==> config.mk <==
export PLATFORM = sky130hd
export DESIGN_NAME = hysteresis_peak_picker_unit
export DESIGN_NICKNAME = d
export VERILOG_FILES = /design/src/rtl/core/hpp_pkg.sv /design/src/rtl/core/hysteresis_peak_picker_unit.sv
export SDC_FILE = /design/constraint.sdc
export NUM_CORES = 1
export LEC_CHECK = 0
export BUFFER_PORTS_ARGS = -buffer_cell sky130_fd_sc_hd__buf_2
export CAP_MARGIN = 25
export CORE_MARGIN = 2
export CORE_UTILIZATION = 45
export CTS_CLUSTER_DIAMETER = 50
export DETAILED_ROUTE_END_ITERATION = 6
export PLACE_DENSITY = 0.61
export SLEW_MARGIN = 20
export SYNTH_ARGS = -nofsm -noshare
export SYNTH_HDL_FRONTEND = slang
export SYNTH_SLANG_ARGS = --single-unit
==> constraint.sdc <==
create_clock -name clk -period 9.66 [get_ports clk]
set_input_delay 1.449 -clock clk [delete_from_list [all_inputs] [get_ports clk]]
set_output_delay 1.449 -clock clk [all_outputs]
set_load 0.02 [all_outputs]
==> src/rtl/core/hpp_pkg.sv <==
package hpp_pkg;

  // configuration port
  localparam int unsigned CFG_IDX_W  = 2;
  localparam int unsigned CFG_DATA_W = 12;

  // register fields
  localparam int unsigned LEN_W     = 12;
  localparam int unsigned FACTOR_W  = 8;
  localparam int unsigned FRAC_BITS = 4;

  // register indexes
  typedef enum logic [CFG_IDX_W-1:0] {
    REG_HYST_LENGTH = 2'd0,
    REG_HYST_FACTOR = 2'd1
  } reg_index_t;

  // reset values and legal floor of the factor (1.0 in Q4.4)
  localparam logic [LEN_W-1:0]    HYST_LENGTH_RST = 12'd10;
  localparam logic [FACTOR_W-1:0] HYST_FACTOR_RST = 8'd32;
  localparam logic [FACTOR_W-1:0] FACTOR_ONE      = 8'd16;

endpackage

==> src/rtl/core/hysteresis_peak_picker_unit.sv <==
// an accepted sample word passes the input register, then the result register,
//   on its way to its result word
// throughput: one sample word per cycle, sustained, with no stall on results
// a word that yields no peak and is not the frame's last gives no result
// reset (rst, synchronous, active high) clears the tracker state, drops
//   any word in flight and restores hyst_length 10 and hyst_factor 2.0
module hysteresis_peak_picker_unit #(
  parameter int unsigned SAMPLE_BITS = 16,
  parameter int unsigned MAX_FRAME   = 4096
) (
  input  logic                           clk,
  input  logic                           rst,
  // configuration write port
  input  logic                           cfg_we,
  input  logic [hpp_pkg::CFG_IDX_W-1:0]  cfg_index,
  input  logic [hpp_pkg::CFG_DATA_W-1:0] cfg_data,
  // sample channel
  input  logic                           samp_valid,
  output logic                           samp_stall,
  input  logic [SAMPLE_BITS-1:0]         sample,
  input  logic                           first,
  input  logic                           last,
  // result channel
  output logic                           res_valid,
  input  logic                           res_stall,
  output logic [$clog2(MAX_FRAME)-1:0]   peak_index,
  output logic [SAMPLE_BITS-1:0]         peak_value,
  output logic                           peak_found,
  output logic                           frame_done
);
  import hpp_pkg::*;

  localparam int unsigned IDX_W  = $clog2(MAX_FRAME);
  localparam int unsigned LIM_W  = ((IDX_W > LEN_W) ? IDX_W : LEN_W) + 1;
  localparam int unsigned PROD_W = SAMPLE_BITS + FACTOR_W;
  localparam logic [IDX_W-1:0] POS_MAX = IDX_W'(MAX_FRAME - 1);

  // configuration registers
  logic [LEN_W-1:0]    hyst_length;
  logic [FACTOR_W-1:0] hyst_factor;

  // input register
  logic                   in_vld;
  logic [SAMPLE_BITS-1:0] s_q;
  logic                   first_q;
  logic                   last_q;

  // tracker state
  logic [SAMPLE_BITS-1:0] run_max, run_max_next;
  logic [SAMPLE_BITS-1:0] run_min, run_min_next;
  logic [IDX_W-1:0]       max_pos, max_pos_next;
  logic [IDX_W-1:0]       thresh_pos, thresh_pos_next;
  logic                   max_valid, max_valid_next;
  logic                   seeking_max, seeking_max_next;
  logic [IDX_W-1:0]       position, position_next;

  // step results
  logic             found;
  logic             emit;
  logic [IDX_W-1:0] n;
  logic [LIM_W-1:0] limit;
  logic             past_limit;
  logic             below_max;
  logic             above_min;
  logic             advance;
  logic             step;

  // the whole pipe moves unless a result word is held by the sink
  assign advance    = !(res_valid && res_stall);
  assign step       = in_vld && advance;
  // an empty input register still takes a word while the result is held
  assign samp_stall = in_vld && !advance;

  // configuration writes, out-of-range values are dropped
  always_ff @(posedge clk) begin
    if (rst) begin
      hyst_length <= HYST_LENGTH_RST;
      hyst_factor <= HYST_FACTOR_RST;
    end else if (cfg_we) begin
      if (cfg_index == REG_HYST_LENGTH && cfg_data[LEN_W-1:0] != '0) begin
        hyst_length <= cfg_data[LEN_W-1:0];
      end
      if (cfg_index == REG_HYST_FACTOR && cfg_data[FACTOR_W-1:0] > FACTOR_ONE) begin
        hyst_factor <= cfg_data[FACTOR_W-1:0];
      end
    end
  end

  // input register stage
  always_ff @(posedge clk) begin
    if (rst) begin
      in_vld <= 1'b0;
    end else if (!samp_stall) begin
      in_vld <= samp_valid;
    end
  end

  always_ff @(posedge clk) begin
    if (!samp_stall && samp_valid) begin
      s_q     <= sample;
      first_q <= first;
      last_q  <= last;
    end
  end

  // frame position of this word, saturating at the frame limit
  assign n          = (position == POS_MAX) ? position : position + 1'b1;
  assign limit      = LIM_W'(thresh_pos) + LIM_W'(hyst_length);
  assign past_limit = LIM_W'(n) > limit;

  // ratio tests as exact products: s < max / f and s > min * f
  assign below_max = (PROD_W'(s_q) * PROD_W'(hyst_factor)) < (PROD_W'(run_max) << FRAC_BITS);
  assign above_min = (PROD_W'(s_q) << FRAC_BITS) > (PROD_W'(run_min) * PROD_W'(hyst_factor));

  always_comb begin
    run_max_next     = run_max;
    run_min_next     = run_min;
    max_pos_next     = max_pos;
    thresh_pos_next  = thresh_pos;
    max_valid_next   = max_valid;
    seeking_max_next = seeking_max;
    position_next    = position;
    found            = 1'b0;

    if (first_q) begin
      // new frame: seed the candidate at position zero
      position_next    = '0;
      run_max_next     = s_q;
      max_pos_next     = '0;
      thresh_pos_next  = '0;
      max_valid_next   = 1'b1;
      run_min_next     = s_q;
      seeking_max_next = 1'b1;
    end else begin
      position_next = n;
      if (seeking_max) begin
        if (s_q > run_max) begin
          // rising: new candidate
          run_max_next    = s_q;
          max_pos_next    = n;
          thresh_pos_next = n;
          max_valid_next  = 1'b1;
          run_min_next    = s_q;
        end else if (below_max && max_pos != '0) begin
          if (past_limit) begin
            if (max_valid) begin
              // candidate stayed wide enough: confirm it
              found            = 1'b1;
              seeking_max_next = 1'b0;
            end else begin
              run_max_next    = s_q;
              max_pos_next    = n;
              thresh_pos_next = n;
              max_valid_next  = 1'b1;
              run_min_next    = s_q;
            end
          end else if (s_q < run_min) begin
            run_min_next = s_q;
          end
        end else begin
          // still above the threshold band
          if (thresh_pos != n - 1'b1) begin
            max_valid_next = 1'b0;
            if (past_limit) begin
              run_max_next    = s_q;
              max_pos_next    = n;
              thresh_pos_next = n;
              max_valid_next  = 1'b1;
              run_min_next    = s_q;
            end
          end else begin
            thresh_pos_next = n;
          end
        end
      end else if (s_q < run_min) begin
        run_min_next = s_q;
      end else if (above_min) begin
        // rise after a peak: back to seeking, threshold restarts at zero
        run_max_next     = s_q;
        max_pos_next     = n;
        thresh_pos_next  = '0;
        run_min_next     = s_q;
        max_valid_next   = 1'b1;
        seeking_max_next = 1'b1;
      end
    end
  end

  assign emit = found || last_q;

  // tracker state register
  always_ff @(posedge clk) begin
    if (rst) begin
      run_max     <= '0;
      run_min     <= '0;
      max_pos     <= '0;
      thresh_pos  <= '0;
      max_valid   <= 1'b1;
      seeking_max <= 1'b1;
      position    <= '0;
    end else if (step) begin
      run_max     <= run_max_next;
      run_min     <= run_min_next;
      max_pos     <= max_pos_next;
      thresh_pos  <= thresh_pos_next;
      max_valid   <= max_valid_next;
      seeking_max <= seeking_max_next;
      position    <= position_next;
    end
  end

  // result register
  always_ff @(posedge clk) begin
    if (rst) begin
      res_valid <= 1'b0;
    end else if (advance) begin
      res_valid <= step && emit;
    end
  end

  always_ff @(posedge clk) begin
    if (step && emit) begin
      peak_index <= found ? max_pos : '0;
      peak_value <= found ? run_max : '0;
      peak_found <= found;
      frame_done <= last_q;
    end
  end

endmodule

### Word level (Yosys, flattened, before mapping)

Cells that the tools add are included.

* add/sub/neg operators: 3
* $mul: 2
* order comparisons: 6
* equality and inequality tests: 11
* multiplexer cells: 59
* reduce and logical (&&, ||, !) cells: 22

Operators by type and width (number)
* 2-to-1 mux 16 bit: 17
* 2-to-1 mux 12 bit: 19
* multiplier 16 x 8 -> 24 bit: 2
* > comparator 20 x 24 -> 1 bit: 1
* < comparator 24 x 20 -> 1 bit: 1
* nonzero test 12 bit: 2
* 2-to-1 mux 1 bit: 23
* > comparator 16 bit: 1
* < comparator 16 bit: 1
* != test 5 x 2 -> 1 bit, second input constant: 3
* != test 5 bit, second input constant: 3
* adder 12 x 12 -> 13 bit: 1
* > comparator 12 x 13 -> 1 bit: 1
* adder 12 x 1 -> 12 bit, second input constant: 1
* == test 12 bit, second input constant: 1
* != test 12 bit: 1
* AND reduction 6 bit: 2
* subtractor 12 x 1 -> 12 bit, second input constant: 1
* > comparator 8 x 5 -> 1 bit, second input constant: 1
* logical AND 1 bit: 8
* AND reduction 7 bit: 1
* != test 6 bit, second input constant: 1
* AND reduction 5 bit: 1
* AND reduction 2 bit: 2
* other kinds (7): 8

* register bits: 140
* input bits: 37
* output and inout bits: 32
* logic and storage cells: 121

### Logic depth before layout (Yosys ltp)

Gate-level depths: netlist of the first run.

* depth in word-level cells: 10
* gate-level depth with buffers: 34
* depth with buffers taken out: 31

### Worst setup path before layout of the first run

No wires, ideal clock.

* path type: flip-flop to flip-flop
* from: reg hyst_factor[6]
* to: reg frame_done, enable pin
* setup time: 0.417 ns
* arrival time: 8.060 ns
* data required time: 9.243 ns
* path slack: 1.183 ns
* cell stages (with the launch flop): 33
* buffers on the path: 3
* period minus slack after synthesis: 8.477 ns
* cell sequence: dfxtp_1 -> clkbuf_1 -> nand2_1 -> fa_1 -> fa_1 -> inv_1 -> fa_1 -> inv_1 -> fa_1 -> inv_1 -> ha_1 -> a21o_1 -> nor2_1 -> a21oi_1 -> o21ai_0 -> a21boi_0 -> o21ai_0 -> nand2b_1 -> a21o_1 -> a21oi_1 -> xnor2_1 -> ha_1 -> nand3_1 -> nor3_1 -> o31ai_1 -> o2111a_1 -> o2111ai_1 -> nor3_1 -> and4_1 -> clkbuf_1 -> clkbuf_1 -> nor2_1 -> nor2_1

* cells in the longest elaborated chain, start to end: 9

Ends and longest elaborated chain
* start, declared: line hysteresis_peak_picker_unit.sv:40 `logic [FACTOR_W-1:0] hyst_factor;`
* start signal, assigned: line hysteresis_peak_picker_unit.sv:84 `hyst_factor <= cfg_data[FACTOR_W-1:0];`
* multiplier 16 x 8 -> 24 bit: line hysteresis_peak_picker_unit.sv:112 `assign below_max = (PROD_W'(s_q) * PROD_W'(hyst_factor)) < (PROD_W'(run_max) << FRAC_BITS);`
* < comparator 24 x 20 -> 1 bit: line hysteresis_peak_picker_unit.sv:112
* logical AND 1 bit: line hysteresis_peak_picker_unit.sv:144 `end else if (below_max && max_pos != '0) begin`
* 2-to-1 mux 1 bit: line hysteresis_peak_picker_unit.sv:144
* 2-to-1 mux 1 bit: line hysteresis_peak_picker_unit.sv:137 `if (s_q > run_max) begin`
* 2-to-1 mux 1 bit: line hysteresis_peak_picker_unit.sv:136 `if (seeking_max) begin`
* 2-to-1 mux 1 bit: line hysteresis_peak_picker_unit.sv:125 `if (first_q) begin`
* named net found: line hysteresis_peak_picker_unit.sv:58 `logic found;`
* logical OR 1 bit: line hysteresis_peak_picker_unit.sv:189 `assign emit = found || last_q;`
* logical AND 1 bit: line hysteresis_peak_picker_unit.sv:222 `if (step && emit) begin`
* end signal, assigned: line hysteresis_peak_picker_unit.sv:226 `frame_done <= last_q;`
* end, declared: line hysteresis_peak_picker_unit.sv:29 `output logic frame_done`

The timed path passes the listed nets, and every way through them passes these cells.
A chain may end at the register's enable or synchronous reset.

### Worst setup path after layout of the first run

* from: reg hyst_factor[6]
* to: reg run_min[14]

* cells in the longest elaborated chain, start to end: 7
* elaborated cells on any way between the ends: 14
* classes of those cells: mul: 2; order compare: 2; eq/ne: 3; mux: 4; reduce/logical: 3

Ends and longest elaborated chain
* multiplier 16 x 8 -> 24 bit: line hysteresis_peak_picker_unit.sv:112
* < comparator 24 x 20 -> 1 bit: line hysteresis_peak_picker_unit.sv:112
* logical AND 1 bit: line hysteresis_peak_picker_unit.sv:144
* 2-to-1 mux 16 bit: line hysteresis_peak_picker_unit.sv:144
* 2-to-1 mux 16 bit: line hysteresis_peak_picker_unit.sv:137
* 2-to-1 mux 16 bit: line hysteresis_peak_picker_unit.sv:136
* 2-to-1 mux 16 bit: line hysteresis_peak_picker_unit.sv:125
* end signal, assigned: line hysteresis_peak_picker_unit.sv:203 `run_min <= run_min_next;`
* end, declared: line hysteresis_peak_picker_unit.sv:50 `logic [SAMPLE_BITS-1:0] run_min, run_min_next;`

Parallel ways exist; a longest one is shown, timed or not.

==> results of run 1 <==
worst register-to-register path: cells and delay by family (launching register included):
kind | cells | cell delay, ns
adders and majority gates | 6 | 2.72
AOI/OAI and AO/OA | 11 | 1.98
and+or+nand+nor | 6 | 1.36
buffers and inverters | 6 | 1.06
DFF | 1 | 0.63
muxes | 1 | 0.27
xor gates and xnor gates | 1 | 0.15
metrics by stage:
stage | area [um2] | hold slack [ns] | total power (W) | util, %
after CTS | 18300 | 0.476 | 0.00190 | 48.9
final | 18300 | 0.476 | 0.00189 | 48.9
after floorplan | 16900 | 0.442 | 0.00108 | -
after global placement | 17700 | 0.466 | 0.00123 | 47.3
after detailed placement | 17700 | 0.468 | 0.00124 | 47.3
after global routing | 18300 | 0.513 | 0.00200 | 48.9
area by class of cell:
| cell class | instances | area, um2 |
|---|---|---|
| clock inverters | 11 | 116 |
| inverters | 272 | 1030 |
| diodes | 1 | 2.50 |
| well taps | 511 | 639 |
| fillers | 3623 | 19100 |
| multi-input cells | 1446 | 12200 |
| repair buffers | 89 | 500 |
| flip-flops and latches | 140 | 3280 |
| clock buffers | 21 | 472 |
layer usage:
metal | up-vias | global-route usage, % | part of all wire [%] | routed length (um)
li1 | 6555 | - | - | -
met5 | - | 0 | 0 | 0
met3 | 46 | 3.27 | 4.6 | 2020
met2 | 336 | 37.2 | 47 | 20500
met4 | 0 | 5.54 | 1.7 | 765
met1 | 6676 | 32.5 | 47 | 20600
kinds of logic after synthesis:
group | count (synthesis) | synth area share, %
multiplexers | 44 | 2.61
adder cells (fa/ha/maj) | 342 | 32.7
XOR/XNOR | 63 | 3.26
buffers and inverters | 373 | 8.52
AO/OA/AOI/OAI | 325 | 12.3
flip-flops | 140 | 19.4
AND/OR/NAND/NOR | 672 | 21.2
cells in the final DEF (no fill, tap or decap), types with 5 or more instances in the layout:
master,instances
a211oi_1,17
a211o_1,9
ha_1,173
o21ai_0,64
nor3_1,31
o41ai_1,9
and4_1,8
xnor2_1,41
mux2i_1,43
nand4_1,26
a2111oi_0,5
o211ai_1,9
nand2_1,148
inv_1,270
fa_1,169
o21a_1,10
dfxtp_1,92
o2111ai_1,5
edfxtp_1,48
clkbuf_16,18
nand3_1,51
and2_1,185
o21bai_1,7
buf_4,22
buf_2,67
nor4_1,11
a21oi_1,113
and3_1,9
nor2b_1,17
nand2b_1,55
a21o_1,22
a41o_1,8
a31oi_1,11
or4_1,11
xor2_1,22
nor2_1,93
path summary, 6_finish.rpt:
kind,startpoint,endpoint,cells after the start
max,hyst_factor[6],run_min[14],31
min,run_max[13],run_max[13],2
max reg2reg,hyst_factor[6],run_min[14],31
min reg2reg,run_max[13],run_max[13],2
power by group:
part           internal, W  leakage [nW]  switching [W]
Clock             0.000401         0.287       0.000258
Sequential        0.000631          1.21      0.0000456
Combinational     0.000215          6.91       0.000338
Total              0.00125          8.41       0.000642
flip-flops by register name, summed over array words and instances, names as in the netlist:
signal	flops
first_q	1
frame_done	1
hyst_factor	8
hyst_length	12
in_vld	1
last_q	1
max_pos	12
max_valid	1
peak_found	1
peak_index	12
peak_value	16
position	12
res_valid	1
run_max	16
run_min	16
s_q	16
seeking_max	1
thresh_pos	12
==> results.py, run 1 <==
metrics = {
    "grt": {
        "grt_pass1_wl_um": 70500,
        "grt_pass1_vias": 13300,
        "antenna_found_initial": 1,
        "grt_overflow": 0,
        "grt_max_degree": 62,
        "grt_usage_pct": 23.0,
    },
    "final_layout": {
        "nNetsFinal": 2345,
        "layout-drive-gt1-share_pct": 7.07,
        "area_delta_synth_final_pct": 7.90,
        "final_cells": 2491,
    },
    "sta": {
        "min_period_ns": 8.24,
        "max_freq_ghz": 0.121,
        "rsz0062_at_grt": "no",
        "final-hold-violation-count": 0,
        "worstMarginPinSlew_ns": 0.920,
        "finalMaxSlewViolations": 0,
        "maxSlewHeadroom_pct": 38.7,
        "setup_tns_ns": 0,
        "skew_ns": 0.0102,
        "report.final.setup_viol": 0,
        "setup_ws_ns": 1.42,
        "post-route-period-util_pct": 85.3,
    },
    "worst_setup_path": {
        "worstSetupStartpointType": "flip-flop",
        "cp.required_ns": 10.00,
        "max_stage_delay_ns": 0.63,
        "end_kind": "flip-flop",
        "crit_top_cell": "fa_1",
        "crit_type": "flip-flop to flip-flop",
        "slowest_stage": "dfxtp_1",
        "path_max_fanout": 22,
        "regToRegSetupSlack_ns": 1.42,
        "worstPathArrival_ns": 8.58,
        "critPathTopFamily": "adder cells",
        "path_buf_inv": 6,
    },
    "status": {
        "status": "completed",
    },
    "detailed_routing": {
        "wirelength_um": 43900,
        "drtIter0Drc": 754,
        "via_per_inst": 5.46,
        "drc": 0,
        "wl_per_cell_um": 17.6,
        "ant_nets": 0,
        "via_count": 13600,
        "drtPass1Iterations": 5,
    },
    "clock_tree": {
        "htreeDepth": 4,
        "post_cts_resized": 0,
        "cts.path.max_buffers": 2,
        "cts_root_buffer": "clkbuf_16",
        "cts_hold_buf": 0,
        "cts.sink_count": 140,
        "insertion_delay_ns": 0.43,
        "cts_buffers": 17,
        "cts_tree": "done",
        "clk_pin_slew_ns": 0.06,
        "cts_setup_buffers": 0,
    },
    "flow_run": {
        "cap_violations": 0,
    },
    "floorplan": {
        "fp.coreArea_um2": 37400,
        "num_io_pins": 69,
        "start_util_pct": 45.3,
        "die_area_um2": 39200,
        "die_y_um": 198,
        "fp-row-count": 71,
        "fp.dieW_um": 198,
    },
    "power": {
        "leakagePower_nw": 8.41,
        "power-per-cell-area_nw_per_um2": 103,
        "vdd_ir_drop_max_uv": 134,
    },
    "synth": {
        "syn_nets": 2338,
        "yosysMostFrequentCell": "inv_1",
        "ys_seq_area_share_pct": 19.4,
        "yosys_most_used_dff": "dfxtp_1",
        "synthesis.instances": 1959,
        "yosysWarnings": 0,
        "post-synth-top-area-cell": "fa_1",
        "synth_area_um2": 16900,
        "syn_area_per_cell_um2": 8.65,
        "synthTopCellsByArea": "fa_1 (20%), ha_1 (13%), dfxtp_1 (11%)",
        "synth_top_area_share_pct": 20.0,
        "ys_ff_latch": 140,
        "synth_edf_count": 48,
        "yosysUniqueCellTypes": 78,
        "async_flop_share_pct": 0,
        "synth_common_cells": "inv_1 (270), and2_1 (185), ha_1 (173)",
    },
    "placement": {
        "hpwl_um": 35000,
        "preCtsSetupSlack_ns": 1.55,
        "dp_cells": 2458,
        "place.gp.congestion": 0.882,
        "port_buffers": 68,
    },
    "worst_hold_path": {
        "hold_path.class": "flip-flop to flip-flop",
    },
}
Note: power is estimated with default switching activity, not from simulation.
==> inputs of run 2 (changes only) <==
CTS_BUF_LIST = sky130_fd_sc_hd__clkbuf_8   (was not set)
==> results.py, run 2 (synthesized netlist as in run 1, its figures left out) <==
metrics = {
    "placement": {
        "port_buffers": 68,
        "hpwl_um": 35000,
        "place.gp.congestion": 0.882,
        "dp_cells": 2458,
    },
    "final_layout": {
        "area_delta_synth_final_pct": 6.80,
        "final_common_cell": "inv_1",
        "nFillCells": 3644,
        "final_cell_mix": "inv_1 (272), and2_1 (185), ha_1 (173), fa_1 (169), nand2_1 (148)",
        "layout-drive-gt1-share_pct": 7.07,
        "nNetsFinal": 2345,
        "final_cells": 2491,
    },
    "detailed_routing": {
        "wl_per_cell_um": 17.7,
        "wirelength_um": 44100,
        "drtPass1Iterations": 5,
        "drc": 0,
        "ant_nets": 0,
        "drtIter0Drc": 675,
        "via_count": 13600,
        "via_per_inst": 5.45,
    },
    "sta": {
        "worstMarginPinSlew_ns": 0.936,
        "post-route-period-util_pct": 84.9,
        "report.final.setup_viol": 0,
        "max_freq_ghz": 0.122,
        "setup_tns_ns": 0,
        "maxSlewHeadroom_pct": 37.6,
        "rsz0062_at_grt": "no",
        "finalMaxSlewViolations": 0,
        "min_period_ns": 8.20,
        "skew_ns": 0.0200,
        "final-hold-violation-count": 0,
    },
    "grt": {
        "grt_max_degree": 62,
        "antenna_found_initial": 1,
        "grtUsageMet3_pct": 3.44,
        "grt-busiest-layer": "met2",
        "grt_pass1_vias": 13300,
        "grt_use_met2_pct": 37.2,
        "grt_overflow": 0,
        "grt_pass1_wl_um": 70500,
        "use_met1_pct": 32.5,
        "grt_usage_pct": 23.0,
    },
    "clock_tree": {
        "cts_hold_buf": 0,
        "cts_setup_buffers": 0,
        "cts_tree": "done",
        "cts.sink_count": 140,
        "cts_buffers": 17,
        "cts_root_buffer": "clkbuf_8",
        "htreeDepth": 4,
        "post_cts_resized": 0,
        "insertion_delay_ns": 0.47,
        "cts.path.max_buffers": 2,
        "clk_pin_slew_ns": 0.08,
    },
    "power": {
        "internal_power_w": 0.00110,
        "leakagePower_nw": 8.33,
        "pwr-share-seq_pct": 39.1,
        "p_clk_share_pct": 28.8,
        "switching_share_pct": 36.1,
        "vdd_ir_drop_max_uv": 92.0,
        "comb_power_share_pct": 32.1,
        "power-per-cell-area_nw_per_um2": 95.5,
        "p_sw_w": 0.000624,
    },
    "worst_setup_path": {
        "crit_type": "flip-flop to flip-flop",
        "slowest_stage": "dfxtp_1",
        "worstPathArrival_ns": 8.58,
        "crit_top_cell": "fa_1",
        "path_max_fanout": 22,
        "cp.required_ns": 10.05,
        "max_stage_delay_ns": 0.62,
        "worstSetupStartpointType": "flip-flop",
        "end_kind": "flip-flop",
    },
    "floorplan": {
        "fp.coreArea_um2": 37400,
        "fp-row-count": 71,
        "start_util_pct": 45.3,
        "die_y_um": 198,
        "die_area_um2": 39200,
        "fp.dieW_um": 198,
        "num_io_pins": 69,
    },
    "status": {
        "status": "completed",
    },
    "worst_hold_path": {
        "hold_path.class": "flip-flop to flip-flop",
    },
    "flow_run": {
        "cap_violations": 0,
    },
}
## run 2: cell count changes in the layout (fill, tap and decap cells not counted)
| cell | delta |
|---|---|
| clkbuf_16 | -18 |
| inv_1 | +2 |
| clkbuf_1 | -2 |
| clkbuf_8 | +17 |
| bufinv_16 | +1 |
## run 2: through the flow
step	cell area, um2	hold slack, ns	total power [W]	setup WS (ns)	util [%]
detailed placement	17700	0.468	0.00124	1.55	47.3
floorplan	16900	0.442	0.00108	1.18	-
global placement	17700	0.466	0.00123	1.84	47.3
finish	18100	0.482	0.00173	1.46	48.4
global route	18100	0.516	0.00183	0.912	48.4
CTS	18100	0.478	0.00173	1.50	48.4
## run 2: power groups by stage
stage	Sequential, W	Combinational (W)	Clock (W)
3_3_place_gp	0.000689	0.000539	0
4_1_cts	0.000675	0.000554	0.000505
6_report	0.000676	0.000555	0.000498
3_5_place_dp	0.000689	0.000550	0
5_1_grt	0.000679	0.000627	0.000528
2_1_floorplan	0.000663	0.000412	0
## run 2: per-layer routing
| metal | wire, um | up-vias | part of all wire (%) |
|---|---|---|---|
| met1 | 20600 | 6638 | 47 |
| li1 | - | 6545 | - |
| met3 | 2140 | 50 | 4.9 |
| met5 | 0 | - | 0 |
| met2 | 20500 | 343 | 47 |
| met4 | 767 | 0 | 1.7 |
## run 2: worst paths after layout
| check | to | slack, ns | start | depth (start not counted) |
|---|---|---|---|---|
| worst max-delay path | run_min[14] | 1.46 | hyst_factor[6] | 31 |
| worst min-delay path | run_max[13] | 0.48 | run_max[13] | 2 |
| worst max register to register | run_min[14] | 1.46 | hyst_factor[6] | 31 |
| worst min register to register | run_max[13] | 0.48 | run_max[13] | 2 |
## run 2: cell type report
class	instances	area (um2)	area share [%]
well taps	511	639	3.53
repair buffers	89	500	2.77
clock buffers	18	248	1.37
inverters	272	1030	5.67
flip-flops and latches	140	3280	18.1
multi-input cells	1446	12200	67.6
clock inverters	14	154	0.851
diodes	1	2.50	0.0138
## run 2: critical path, delay by kind of cell (launching register included)
kind,cells,cell delay (ns)
xor+xnor,1,0.15
buf+inv,6,1.06
simple gates,6,1.35
flops,1,0.62
compound gates,11,1.94
fa+ha+maj,6,2.72
mux,1,0.27
==> inputs of run 3 (changes only) <==
PLACE_DENSITY = 0.64   (was 0.61)
clock period = 7 ns   (was 9.66 ns; I/O delays follow)
==> results.py, run 3 (synthesized netlist as in run 1, its figures left out) <==
metrics = {
    "status": {
        "status": "completed",
    },
    "grt": {
        "grt_use_met2_pct": 39.5,
        "grt_usage_pct": 23.9,
        "grt_pass1_vias": 14200,
        "grt_overflow": 0,
        "antenna_found_initial": 4,
        "use_met1_pct": 33.3,
        "grt_pass1_wl_um": 74200,
        "grt-busiest-layer": "met2",
        "grtUsageMet3_pct": 2.91,
        "grt_max_degree": 81,
    },
    "worst_hold_path": {
        "holdPathEnd": "run_max[1]",
        "holdPathStages": 2,
        "hold_path.class": "flip-flop to flip-flop",
        "hold_start": "run_max[1]",
    },
    "final_layout": {
        "nFillCells": 3448,
        "final_util_pct": 53.1,
        "final_common_cell": "inv_1",
        "layout-drive-gt1-share_pct": 17.9,
        "nNetsFinal": 2472,
        "final-seq-area_um2": 3310,
        "final_cell_mix": "inv_1 (265), and2_1 (171), fa_1 (165), ha_1 (158), nand2_1 (144)",
        "area_delta_synth_final_pct": 17.1,
        "multi_input_area_um2": 12800,
    },
    "worst_setup_path": {
        "worstPathArrival_ns": 7.27,
        "rr_endpoint": "max_pos[9]",
        "regToRegSetupSlack_ns": 0.06,
        "worstSetupStartpointType": "flip-flop",
        "path_max_fanout": 9,
        "crit_type": "flip-flop to flip-flop",
        "cp.required_ns": 7.33,
        "crit_top_cell": "fa_1",
        "slowest_stage": "fa_1",
        "rr_startpoint": "s_q[3]",
        "r2r_cells": 33,
        "end_kind": "flip-flop",
        "max_stage_delay_ns": 0.56,
    },
    "floorplan": {
        "fp-row-count": 71,
        "num_io_pins": 69,
        "die_y_um": 198,
        "start_util_pct": 45.3,
        "fp.coreArea_um2": 37400,
        "fp.dieW_um": 198,
        "die_area_um2": 39200,
    },
    "clock_tree": {
        "cts_tree": "done",
        "cts_root_buffer": "clkbuf_8",
        "cts.path.max_buffers": 2,
        "clk_pin_slew_ns": 0.09,
        "insertion_delay_ns": 0.48,
        "cts.sink_count": 140,
        "htreeDepth": 4,
        "cts_buffers": 17,
    },
    "power": {
        "switching_share_pct": 36.9,
        "internal_power_w": 0.00166,
        "pwr-share-seq_pct": 34.8,
        "power-per-cell-area_nw_per_um2": 132,
        "comb_power_share_pct": 36.4,
        "p_clk_share_pct": 28.8,
        "p_sw_w": 0.000967,
        "vdd_ir_drop_max_uv": 115,
        "leakagePower_nw": 9.10,
        "power_w": 0.00262,
    },
    "detailed_routing": {
        "drtIter0Drc": 1020,
        "ant_nets": 0,
        "wirelength_um": 46300,
        "via_per_inst": 5.50,
        "wl_per_cell_um": 17.7,
        "via_count": 14400,
        "drtPass1Iterations": 6,
        "drc": 0,
    },
    "sta": {
        "report.final.setup_viol": 0,
        "final-hold-violation-count": 0,
        "min_period_ns": 6.94,
        "skew_ns": 0.0301,
        "post-route-period-util_pct": 99.2,
        "worstMarginPinSlew_ns": 0.841,
        "max_freq_ghz": 0.144,
        "setup_tns_ns": 0,
        "rsz0062_at_grt": "yes",
        "finalMaxSlewViolations": 0,
        "maxSlewHeadroom_pct": 42.3,
    },
    "placement": {
        "hpwl_um": 35500,
        "place.gp.congestion": 0.919,
        "port_buffers": 68,
    },
    "flow_run": {
        "cap_violations": 0,
    },
}
## run 3: worst max-delay path by stage
stage | start | end | slack, ns | cells past startpoint
after floorplan | s_q[2] | frame_done | 0.02 | 31
after global placement | s_q[1] | thresh_pos[0] | -0.06 | 28
after detailed placement | s_q[1] | thresh_pos[10] | -0.19 | 28
after CTS | s_q[1] | max_pos[0] | -0.002 | 28
after global routing | s_q[3] | run_min[0] | -0.22 | 33
final | s_q[3] | max_pos[9] | 0.06 | 33
## run 3: critical path: cells and delay by family (launching register included)
family                     cells  cell delay (ns)
buffers and inverters          6             0.64
xor gates and xnor gates       1             0.14
and+or+nand+nor                6             0.65
adders and majority gates      6             2.45
DFF                            1             0.52
AOI/OAI and AO/OA             14             2.40
## run 3: metal layers
| layer | share of wire (%) | vias to the layer above |
|---|---|---|
| met1 | 45 | 7168 |
| met3 | 4.9 | 53 |
| met5 | 0 | - |
| met4 | 2.0 | 0 |
| li1 | - | 6815 |
| met2 | 48 | 381 |
## run 3: final cells by class
type | count | area share, %
multi-input combinational | 1446 | 64.4
sequential | 140 | 16.7
timing repair buffer | 216 | 8.29
inverter | 272 | 5.17
tap | 511 | 3.22
clock buffer | 18 | 1.25
clock inverter | 14 | 0.908
antenna | 3 | 0.0378
## run 3: timing repair
| item | CTS | global route |
|---|---|---|
| pin swaps | 5 | 71 |
| gates resized for setup | 17 | 123 |
| cloned | 0 | 3 |
| setup endpoints to repair | 87 | 117 |
| hold buffers | 0 | 0 |
| setup buffers | 7 | 38 |
## run 3: metrics by stage
| stage | cells | worst slack, ns | instance area, um2 | hold slack (ns) |
|---|---|---|---|---|
| after floorplan | 1959 | 0.0195 | 17100 | 0.442 |
| after global placement | 2538 | -0.0600 | 18500 | 0.461 |
| after detailed placement | 2538 | -0.187 | 18500 | 0.467 |
| final | 2620 | 0.0575 | 19800 | 0.480 |
| after CTS | 2577 | -0.00157 | 19000 | 0.479 |
| after global routing | 2617 | -0.219 | 19800 | 0.497 |
## run 3: power by group through the flow
stage,sequential [W],combinational (W),clock [W]
2_1_floorplan,0.000916,0.000587,0
3_3_place_gp,0.000932,0.000834,0
3_5_place_dp,0.000932,0.000849,0
4_1_cts,0.000913,0.000867,0.000764
5_1_grt,0.000914,0.00106,0.000792
6_report,0.000911,0.000954,0.000756
